### src/sv/shape_raster_canvas_core_defines.svh
// ---------------------------------------------------------------------------
// Shape raster canvas assertion macros
// Shared concurrent assertion shorthands for the canvas core.
// ---------------------------------------------------------------------------
`ifndef SHAPE_RASTER_CANVAS_CORE_DEFINES_SVH
`define SHAPE_RASTER_CANVAS_CORE_DEFINES_SVH

// Same-cycle implication, sampled on the rising clock, muted in reset.
`define SRC_ASSERT_NOW(lbl, ante, cons, msg) \
  lbl: assert property (@(posedge clk) disable iff (!rst_n) (ante) |-> (cons)) else $error(msg);

// Next-cycle implication, sampled on the rising clock, muted in reset.
`define SRC_ASSERT_NXT(lbl, ante, cons, msg) \
  lbl: assert property (@(posedge clk) disable iff (!rst_n) (ante) |=> (cons)) else $error(msg);

`endif

### src/sv/src_pkg.sv
// ---------------------------------------------------------------------------
// Shape raster canvas package
// Canvas geometry, command codes and the word types of both channels.
// ---------------------------------------------------------------------------
package src_pkg;

  localparam int CANVAS_ROWS = 16;
  localparam int CANVAS_COLS = 32;
  localparam int ROW_W       = (CANVAS_ROWS > 1) ? $clog2(CANVAS_ROWS) : 1;
  localparam int CNT_W       = $clog2(CANVAS_ROWS + 1);
  localparam int OUT_W       = 32;
  localparam int RSQ_W       = 12;

  localparam logic [2:0] CMD_CLEAR  = 3'd0;
  localparam logic [2:0] CMD_RECT   = 3'd1;
  localparam logic [2:0] CMD_LINE   = 3'd2;
  localparam logic [2:0] CMD_TRI    = 3'd3;
  localparam logic [2:0] CMD_CIRCLE = 3'd4;
  localparam logic [2:0] CMD_READ   = 3'd5;

  typedef struct packed {
    logic [2:0] command;
    logic [5:0] row;
    logic [5:0] col;
    logic [6:0] width;
    logic [6:0] height;
    logic [5:0] end_col;
    logic [5:0] radius;
  } in_word_t;

  typedef struct packed {
    logic [31:0] row_bits;
    logic        status;
  } out_word_t;

endpackage

### src/sv/shape_raster_canvas_core.sv
// ---------------------------------------------------------------------------
// Shape raster canvas core
// One-bit-per-cell canvas held in a row-wide RAM, drawn by row sweeps.
// ---------------------------------------------------------------------------
//
//   channel  ports                      handshake
//   -------  -------------------------  ----------------------------------
//   input    start, busy, in_data       word taken when start && !busy
//   result   out_strobe, out_data       word valid for one cycle, no stall
//
// A drawing command (rectangle, line, triangle, circle) sweeps every canvas
// row through the RAM: one row is read per cycle while the previous row is
// written back, and the block stays busy until the last row is written.
// Clear and unused codes never raise busy; read row waits for one RAM read,
// unless the requested row lies off the canvas and no RAM read is needed.
// Reset is synchronous and active low; it blanks the canvas at once through
// per-row valid bits, as does the clear command.
// The result word appears the cycle after the work ends, with busy already
// low, and the receiver cannot hold it off.
// ---------------------------------------------------------------------------
`include "shape_raster_canvas_core_defines.svh"

module shape_raster_canvas_core (
  input  logic               clk,
  input  logic               rst_n,
  input  logic               start,
  output logic               busy,
  input  src_pkg::in_word_t  in_data,
  output logic               out_strobe,
  output src_pkg::out_word_t out_data
);

  typedef enum logic [2:0] {
    ST_IDLE   = 3'b001,
    ST_SWEEP  = 3'b010,
    ST_RDWAIT = 3'b100
  } state_t;

  state_t                           state_r, state_nxt;
  src_pkg::in_word_t                cmd_r, cmd_nxt;
  logic [src_pkg::RSQ_W-1:0]        rsq_r, rsq_nxt;
  logic [src_pkg::CNT_W-1:0]        rd_cnt_r, rd_cnt_nxt;
  logic                             pend_r, pend_nxt;
  logic [src_pkg::ROW_W-1:0]        prow_r, prow_nxt;
  logic [src_pkg::CANVAS_ROWS-1:0]  valid_r, valid_nxt;
  logic                             out_strobe_r, out_strobe_nxt;
  src_pkg::out_word_t               out_data_r, out_data_nxt;

  logic                             accept;
  logic                             row_in_range;
  logic                             we, re;
  logic [src_pkg::ROW_W-1:0]        raddr;
  logic [src_pkg::CANVAS_COLS-1:0]  rdata, wdata, mask, old_word;

  assign busy         = (state_r != ST_IDLE);
  assign accept       = start && !busy;
  assign row_in_range = ({1'b0, in_data.row} < 7'(src_pkg::CANVAS_ROWS));
  assign out_strobe   = out_strobe_r;
  assign out_data     = out_data_r;

  // The sweep reads row rd_cnt while row prow (read in the previous cycle) is
  // merged and written back, so read and write never meet on one row.
  assign old_word = valid_r[prow_r] ? rdata : '0;
  assign wdata    = old_word | mask;

  src_row_mask u_mask (
    .cmd     (cmd_r),
    .row_idx (prow_r),
    .rsq     (rsq_r),
    .mask    (mask)
  );

  src_ram #(
    .W (src_pkg::CANVAS_COLS),
    .D (src_pkg::CANVAS_ROWS)
  ) u_canvas (
    .clk     (clk),
    .wr_en   (we),
    .wr_addr (prow_r),
    .wr_data (wdata),
    .rd_en   (re),
    .rd_addr (raddr),
    .rd_data (rdata)
  );

  always_comb begin
    state_nxt      = state_r;
    cmd_nxt        = cmd_r;
    rsq_nxt        = rsq_r;
    rd_cnt_nxt     = rd_cnt_r;
    pend_nxt       = 1'b0;
    prow_nxt       = prow_r;
    valid_nxt      = valid_r;
    out_strobe_nxt = 1'b0;
    out_data_nxt   = out_data_r;
    we             = 1'b0;
    re             = 1'b0;
    raddr          = rd_cnt_r[src_pkg::ROW_W-1:0];
    case (state_r)
      ST_IDLE: begin
        if (accept) begin
          cmd_nxt    = in_data;
          rsq_nxt    = src_pkg::RSQ_W'(in_data.radius * in_data.radius);
          rd_cnt_nxt = '0;
          out_data_nxt = '0;
          case (in_data.command)
            src_pkg::CMD_CLEAR: begin
              valid_nxt      = '0;
              out_strobe_nxt = 1'b1;
            end
            src_pkg::CMD_RECT, src_pkg::CMD_LINE,
            src_pkg::CMD_TRI, src_pkg::CMD_CIRCLE: begin
              state_nxt = ST_SWEEP;
            end
            src_pkg::CMD_READ: begin
              out_data_nxt.status = 1'b1;
              if (row_in_range) begin
                re        = 1'b1;
                raddr     = in_data.row[src_pkg::ROW_W-1:0];
                state_nxt = ST_RDWAIT;
              end else begin
                out_strobe_nxt = 1'b1;
              end
            end
            default: begin
              out_strobe_nxt = 1'b1;
            end
          endcase
        end
      end
      ST_SWEEP: begin
        if (pend_r) begin
          we                = 1'b1;
          valid_nxt[prow_r] = 1'b1;
        end
        if (rd_cnt_r != src_pkg::CNT_W'(src_pkg::CANVAS_ROWS)) begin
          re         = 1'b1;
          pend_nxt   = 1'b1;
          prow_nxt   = rd_cnt_r[src_pkg::ROW_W-1:0];
          rd_cnt_nxt = rd_cnt_r + 1'b1;
        end else if (pend_r) begin
          out_data_nxt   = '0;
          out_strobe_nxt = 1'b1;
          state_nxt      = ST_IDLE;
        end
      end
      ST_RDWAIT: begin
        out_data_nxt.row_bits = valid_r[cmd_r.row[src_pkg::ROW_W-1:0]] ?
                                src_pkg::OUT_W'(rdata) : '0;
        out_data_nxt.status   = 1'b1;
        out_strobe_nxt        = 1'b1;
        state_nxt             = ST_IDLE;
      end
      default: begin
        state_nxt = ST_IDLE;
      end
    endcase
  end

  always_ff @(posedge clk) begin
    if (!rst_n) begin
      state_r      <= ST_IDLE;
      rd_cnt_r     <= '0;
      pend_r       <= 1'b0;
      valid_r      <= '0;
      out_strobe_r <= 1'b0;
    end else begin
      state_r      <= state_nxt;
      rd_cnt_r     <= rd_cnt_nxt;
      pend_r       <= pend_nxt;
      valid_r      <= valid_nxt;
      out_strobe_r <= out_strobe_nxt;
    end
  end

  always_ff @(posedge clk) begin
    cmd_r      <= cmd_nxt;
    rsq_r      <= rsq_nxt;
    prow_r     <= prow_nxt;
    out_data_r <= out_data_nxt;
  end

  // A result word is only ever shown once the block has gone idle.
  `SRC_ASSERT_NOW(a_strobe_idle, out_strobe, !busy, "result word while busy")
  // A clear command answers in the very next cycle.
  `SRC_ASSERT_NXT(a_clear_fast, accept && (in_data.command == src_pkg::CMD_CLEAR),
                  out_strobe && !busy, "clear did not finish in one cycle")
  // The sweep never reads the row it is writing back.
  `SRC_ASSERT_NOW(a_no_rw_clash, we && re, raddr != prow_r, "read and write on one row")
  // A rectangle or circle command starts a sweep that keeps the block busy.
  `SRC_ASSERT_NXT(a_draw_busy, accept && ((in_data.command == src_pkg::CMD_RECT) ||
                  (in_data.command == src_pkg::CMD_CIRCLE)), busy && !out_strobe,
                  "drawing command did not start its sweep")

endmodule

### src/sv/src_ram.sv
// ---------------------------------------------------------------------------
// Generic single-port-write RAM
// One write port and one read port, read data registered.
// ---------------------------------------------------------------------------
module src_ram #(
  parameter int W = 32,
  parameter int D = 16
) (
  input  logic                                clk,
  input  logic                                wr_en,
  input  logic [((D > 1) ? $clog2(D) : 1)-1:0] wr_addr,
  input  logic [W-1:0]                        wr_data,
  input  logic                                rd_en,
  input  logic [((D > 1) ? $clog2(D) : 1)-1:0] rd_addr,
  output logic [W-1:0]                        rd_data
);

  logic [W-1:0] mem [D];

  always_ff @(posedge clk) begin
    if (wr_en) begin
      mem[wr_addr] <= wr_data;
    end
    if (rd_en) begin
      rd_data <= mem[rd_addr];
    end
  end

endmodule

### src/sv/src_row_mask.sv
// ---------------------------------------------------------------------------
// Shape raster canvas row mask
// Works out, for one canvas row, which cells the current shape marks.
// ---------------------------------------------------------------------------
module src_row_mask (
  input  src_pkg::in_word_t                cmd,
  input  logic [src_pkg::ROW_W-1:0]        row_idx,
  input  logic [src_pkg::RSQ_W-1:0]        rsq,
  output logic [src_pkg::CANVAS_COLS-1:0]  mask
);

  logic signed [9:0]  rs, cs, ws, hs, es, is, bot, di, ady;
  logic        [13:0] dy2;
  logic        [14:0] lo, hi;
  logic               on_hrow, in_vr, in_tri;

  assign rs  = $signed({4'b0, cmd.row});
  assign cs  = $signed({4'b0, cmd.col});
  assign ws  = $signed({3'b0, cmd.width});
  assign hs  = $signed({3'b0, cmd.height});
  assign es  = $signed({4'b0, cmd.end_col});
  assign is  = $signed(10'(row_idx));
  assign bot = rs + hs - 10'sd1;
  assign di  = is - rs;
  assign ady = (di < 0) ? -di : di;
  assign dy2 = 14'(ady[6:0] * ady[6:0]);
  assign lo  = 15'(rsq) - 15'(cmd.radius);
  assign hi  = 15'(rsq) + 15'(cmd.radius);

  assign on_hrow = (is == rs) || (is == bot);
  assign in_vr   = (is >= rs) && (is < rs + hs);
  assign in_tri  = (di >= 0) && (di < hs);

  for (genvar j = 0; j < src_pkg::CANVAS_COLS; j++) begin : g_col
    logic signed [9:0]  js, dx, adx;
    logic        [13:0] dx2;
    logic        [14:0] d;
    logic               m_rect, m_line, m_tri, m_circ;

    assign js  = 10'(j);
    assign dx  = js - cs;
    assign adx = (dx < 0) ? -dx : dx;
    assign dx2 = 14'(adx[6:0] * adx[6:0]);
    assign d   = 15'(dx2) + 15'(dy2);

    assign m_rect = (on_hrow && (js >= cs) && (js < cs + ws)) ||
                    (in_vr && ((js == cs) || (js == cs + ws - 10'sd1)));
    assign m_line = (is == rs) && (js >= cs) && (js <= es);
    assign m_tri  = (in_tri && ((js == cs - di) || (js == cs + di))) ||
                    ((is == bot) && (js >= cs - hs + 10'sd1) && (js <= cs + hs - 10'sd1));
    assign m_circ = (d >= lo) && (d <= hi);

    always_comb begin
      case (cmd.command)
        src_pkg::CMD_RECT:   mask[j] = m_rect;
        src_pkg::CMD_LINE:   mask[j] = m_line;
        src_pkg::CMD_TRI:    mask[j] = m_tri;
        src_pkg::CMD_CIRCLE: mask[j] = m_circ;
        default:             mask[j] = 1'b0;
      endcase
    end
  end

endmodule

### config.mk
export PLATFORM = sky130hd
export DESIGN_NAME = shape_raster_canvas_core
export DESIGN_NICKNAME = d
export VERILOG_FILES = /design/src/sv/src_pkg.sv /design/src/sv/shape_raster_canvas_core.sv /design/src/sv/src_ram.sv /design/src/sv/src_row_mask.sv
export VERILOG_INCLUDE_DIRS = /design/src /design/src/sv
export SDC_FILE = /design/constraint.sdc
export NUM_CORES = 2
export LEC_CHECK = 0
export ABC_AREA = 1
export ABC_CLOCK_PERIOD_IN_PS = 15040
export BUFFER_PORTS_ARGS = -buffer_cell sky130_fd_sc_hd__buf_2
export CAP_MARGIN = 20
export CORE_MARGIN = 3
export CORE_UTILIZATION = 40
export CTS_CLUSTER_SIZE = 10
export DETAILED_ROUTE_END_ITERATION = 16
export MAX_ROUTING_LAYER = met4
export PLACE_DENSITY = 0.56
export SYNTH_ARGS = -nofsm -noshare
export SYNTH_HDL_FRONTEND = slang
export SYNTH_SLANG_ARGS = --single-unit
### constraint.sdc
create_clock -name clk -period 15.04 [get_ports clk]
set_input_delay 0.752 -clock clk [delete_from_list [all_inputs] [get_ports clk]]
set_output_delay 0.752 -clock clk [all_outputs]
set_load 0.01 [all_outputs]
==> qor.yml <==
outcome:
  status: "finished clean"
global_routing:
  antenna_found_initial: 7
  grt_usage: 0.278
  grtUsageMet1: 0.365
  grt.busiest_layer: "met2"
  grt_pass1_wl_um: 540000
  grt_start_max_net_pins: 103
  grt_remaining_overflow: 0
  grt_use_met2: 0.448
  use_met3: 0.0287
  grt_pass1_vias: 85058
cts:
  tritoncts: "done"
  cts_made_buffers: 77
  cts.sinks: 658
  root_buffer: "clkbuf_16"
  clk_latency_ns: 0.70
  hold_buffers: 0
  htree_levels: 3
  path_clk_slew_ns: 0.08
  cts_setup_buffers: 0
  cts.path.max_buffers: 3
  cts_resized: 0
sta:
  fin_skew_ns: 0.0659
  maxSlewViolCount: 0
  setup-violations-final: 0
  holdWs_ns: 0.234
  max_slew.worst_pin.slew_ns: 1.15
  max_freq_ghz: 0.0789
  rsz0062_at_grt: "false"
  tns_ns: 0
  fin_crit_sh: 0.843
  max_slew_margin: 0.227
  hold_viol_final: 0
  period_needed_ns: 12.68
floorplan:
  num_rows: 186
  die_x_um: 515
  boundaryPins: 79
  die_h_um: 515
  die-area_sq_um: 265000
  initial_core_util: 0.402
  core_sq_um: 257000
layout:
  syn_to_final_growth_pct: 7.71
  nFillCells: 26151
  drive_gt1_frac: 0.0387
  nets: 15792
synthesis:
  syn_avg_cell_area_sq_um: 7.97
  yosysUniqueCellTypes: 71
  synth_edf_count: 632
  netlist_area_sq_um: 103000
  synth-main-ff-cell: "edfxtp_1"
  postSynthCellCount: 12981
  synth-seq-cells: 658
  seq_area_frac_synth: 0.188
  yosys_warnings: 0
  async_flop_share: 0
setup_path:
  critPathMaxFanout: 24
  critical_path.max_stage_delay_ns: 0.71
  worstSetupEndpointType: "flip-flop"
  cp.required_ns: 15.22
  criticalPathCategory: "flip-flop to flip-flop"
  start_kind: "flip-flop"
  cp_slowest_cell: "buf_4"
  arrival_ns: 12.85
place:
  gp_congestion: 0.984
  dp_hpwl_um: 268000
  port_buffers: 78
routing:
  drt-initial-drc-count: 7488
  postRouteAntennaNets: 0
  routed_wl_um: 362000
  firstDrtPassIters: 7
  routedWlPerCell_um: 21.9
  drc: 0
  vias: 88313
  routed_via_density: 5.33
job:
  maxCapViolations: 0
worst_hold_path:
  hp-class: "input pin to flip-flop"
==> final timing paths <==
| path | start | endpoint | slack [ns] | cells after the start |
|---|---|---|---|---|
| max | cmd_r[32]$_DFFE_PP_ | u_canvas.mem[2][10]$_DFFE_PP_ | 2.36 | 43 |
| min | in_data[27] | cmd_r[27]$_DFFE_PP_ | 0.23 | 1 |
| max reg2reg | cmd_r[32]$_DFFE_PP_ | u_canvas.mem[2][10]$_DFFE_PP_ | 2.36 | 43 |
| min reg2reg | valid_r[14]$_SDFFE_PN0P_ | valid_r[14]$_SDFFE_PN0P_ | 0.48 | 2 |
==> final cells by class <==
class	instances	area, sq um	share of cell area
Clock inverter	9	206	0.00185
Timing Repair Buffer	224	1510	0.0136
Antenna cell	5	12.5	0.000112
Inverter	2567	9660	0.0867
Sequential cell	658	19500	0.175
Clock buffer	89	2050	0.0184
Tap cell	3384	4230	0.0380
Multi-Input combinational cell	9627	74300	0.666
==> stage by stage <==
step	std cells	cell area [sq um]	util	setup slack (ns)
after global placement	16457	109000	0.424	2.71
final	16563	111000	0.433	2.36
after CTS	16558	111000	0.433	2.53
after global routing	16561	111000	0.433	1.56
after detailed placement	16460	109000	0.425	2.62
after floorplan	13073	104000	-	3.24
==> cells in the final DEF (no fill, tap or decap), types with 22 or more instances in the layout <==
cell type,n
o21a_1,45
nor3_1,126
o221ai_1,94
xor2_1,322
fa_1,893
o21ai_0,620
nand2_1,1965
ha_1,1700
o21ai_1,104
a31oi_1,27
nand4_1,157
o21bai_1,37
conb_1,94
nor2_1,1468
dfxtp_1,26
a211oi_1,37
clkbuf_16,80
buf_4,144
or2_2,24
edfxtp_1,632
a21oi_1,867
inv_2,25
buf_2,78
xnor2_1,114
o22ai_1,62
o211ai_1,36
mux2i_1,31
nand3b_1,22
nand3_1,512
inv_1,2527
==> worst max-delay path: cells and delay by family (launching register included) <==
kind	cells	cell delay, ns
flops	1	0.61
fa+ha+maj	11	4.64
buf+inv	7	1.48
compound gates	8	1.34
xor+xnor	4	1.44
simple gates	13	2.60
==> cell usage after synthesis, drive strengths merged, types with 45 or more instances <==
library cell / n / area share
xnor2: 118 / 0.010
buf: 123 / 0.0062
a21oi: 874 / 0.043
xor2: 344 / 0.029
nand4: 158 / 0.0096
nand3: 519 / 0.026
nor3: 146 / 0.0072
nand2: 1987 / 0.073
fa: 893 / 0.17
ha: 1700 / 0.21
o21a: 45 / 0.0033
clkbuf: 98 / 0.0036
inv: 2562 / 0.093
o221ai: 94 / 0.0080
o22ai: 62 / 0.0037
edfxtp: 632 / 0.18
o21ai: 733 / 0.036
nor2: 1498 / 0.055
==> layer usage <==
layer	vias up	wire length, um
met1	42291	156000
met2	2844	167000
met4	0	15400
met3	580	23500
li1	42598	-
met5	-	0
==> sequential cells by signal, indices dropped and copies added (netlist names) <==
signal            cells
state_r               3
pend_r                1
rsq_r                10
cmd_r                41
rd_cnt_r              5
out_data             33
prow_r                4
valid_r              16
out_strobe            1
u_canvas.mem        512
u_canvas.rd_data     32
==> cell families after synthesis <==
logic type	synth area share
compound gates	0.111
xor+xnor	0.0393
fa+ha+maj	0.378
buf+inv	0.103
flops	0.188
mux	0.00300
other cells	0.0000726
simple gates	0.176
Power is left out: the tool's default activity adds up to more than one toggle a clock period on the data nets, which glitch-free logic cannot reach.
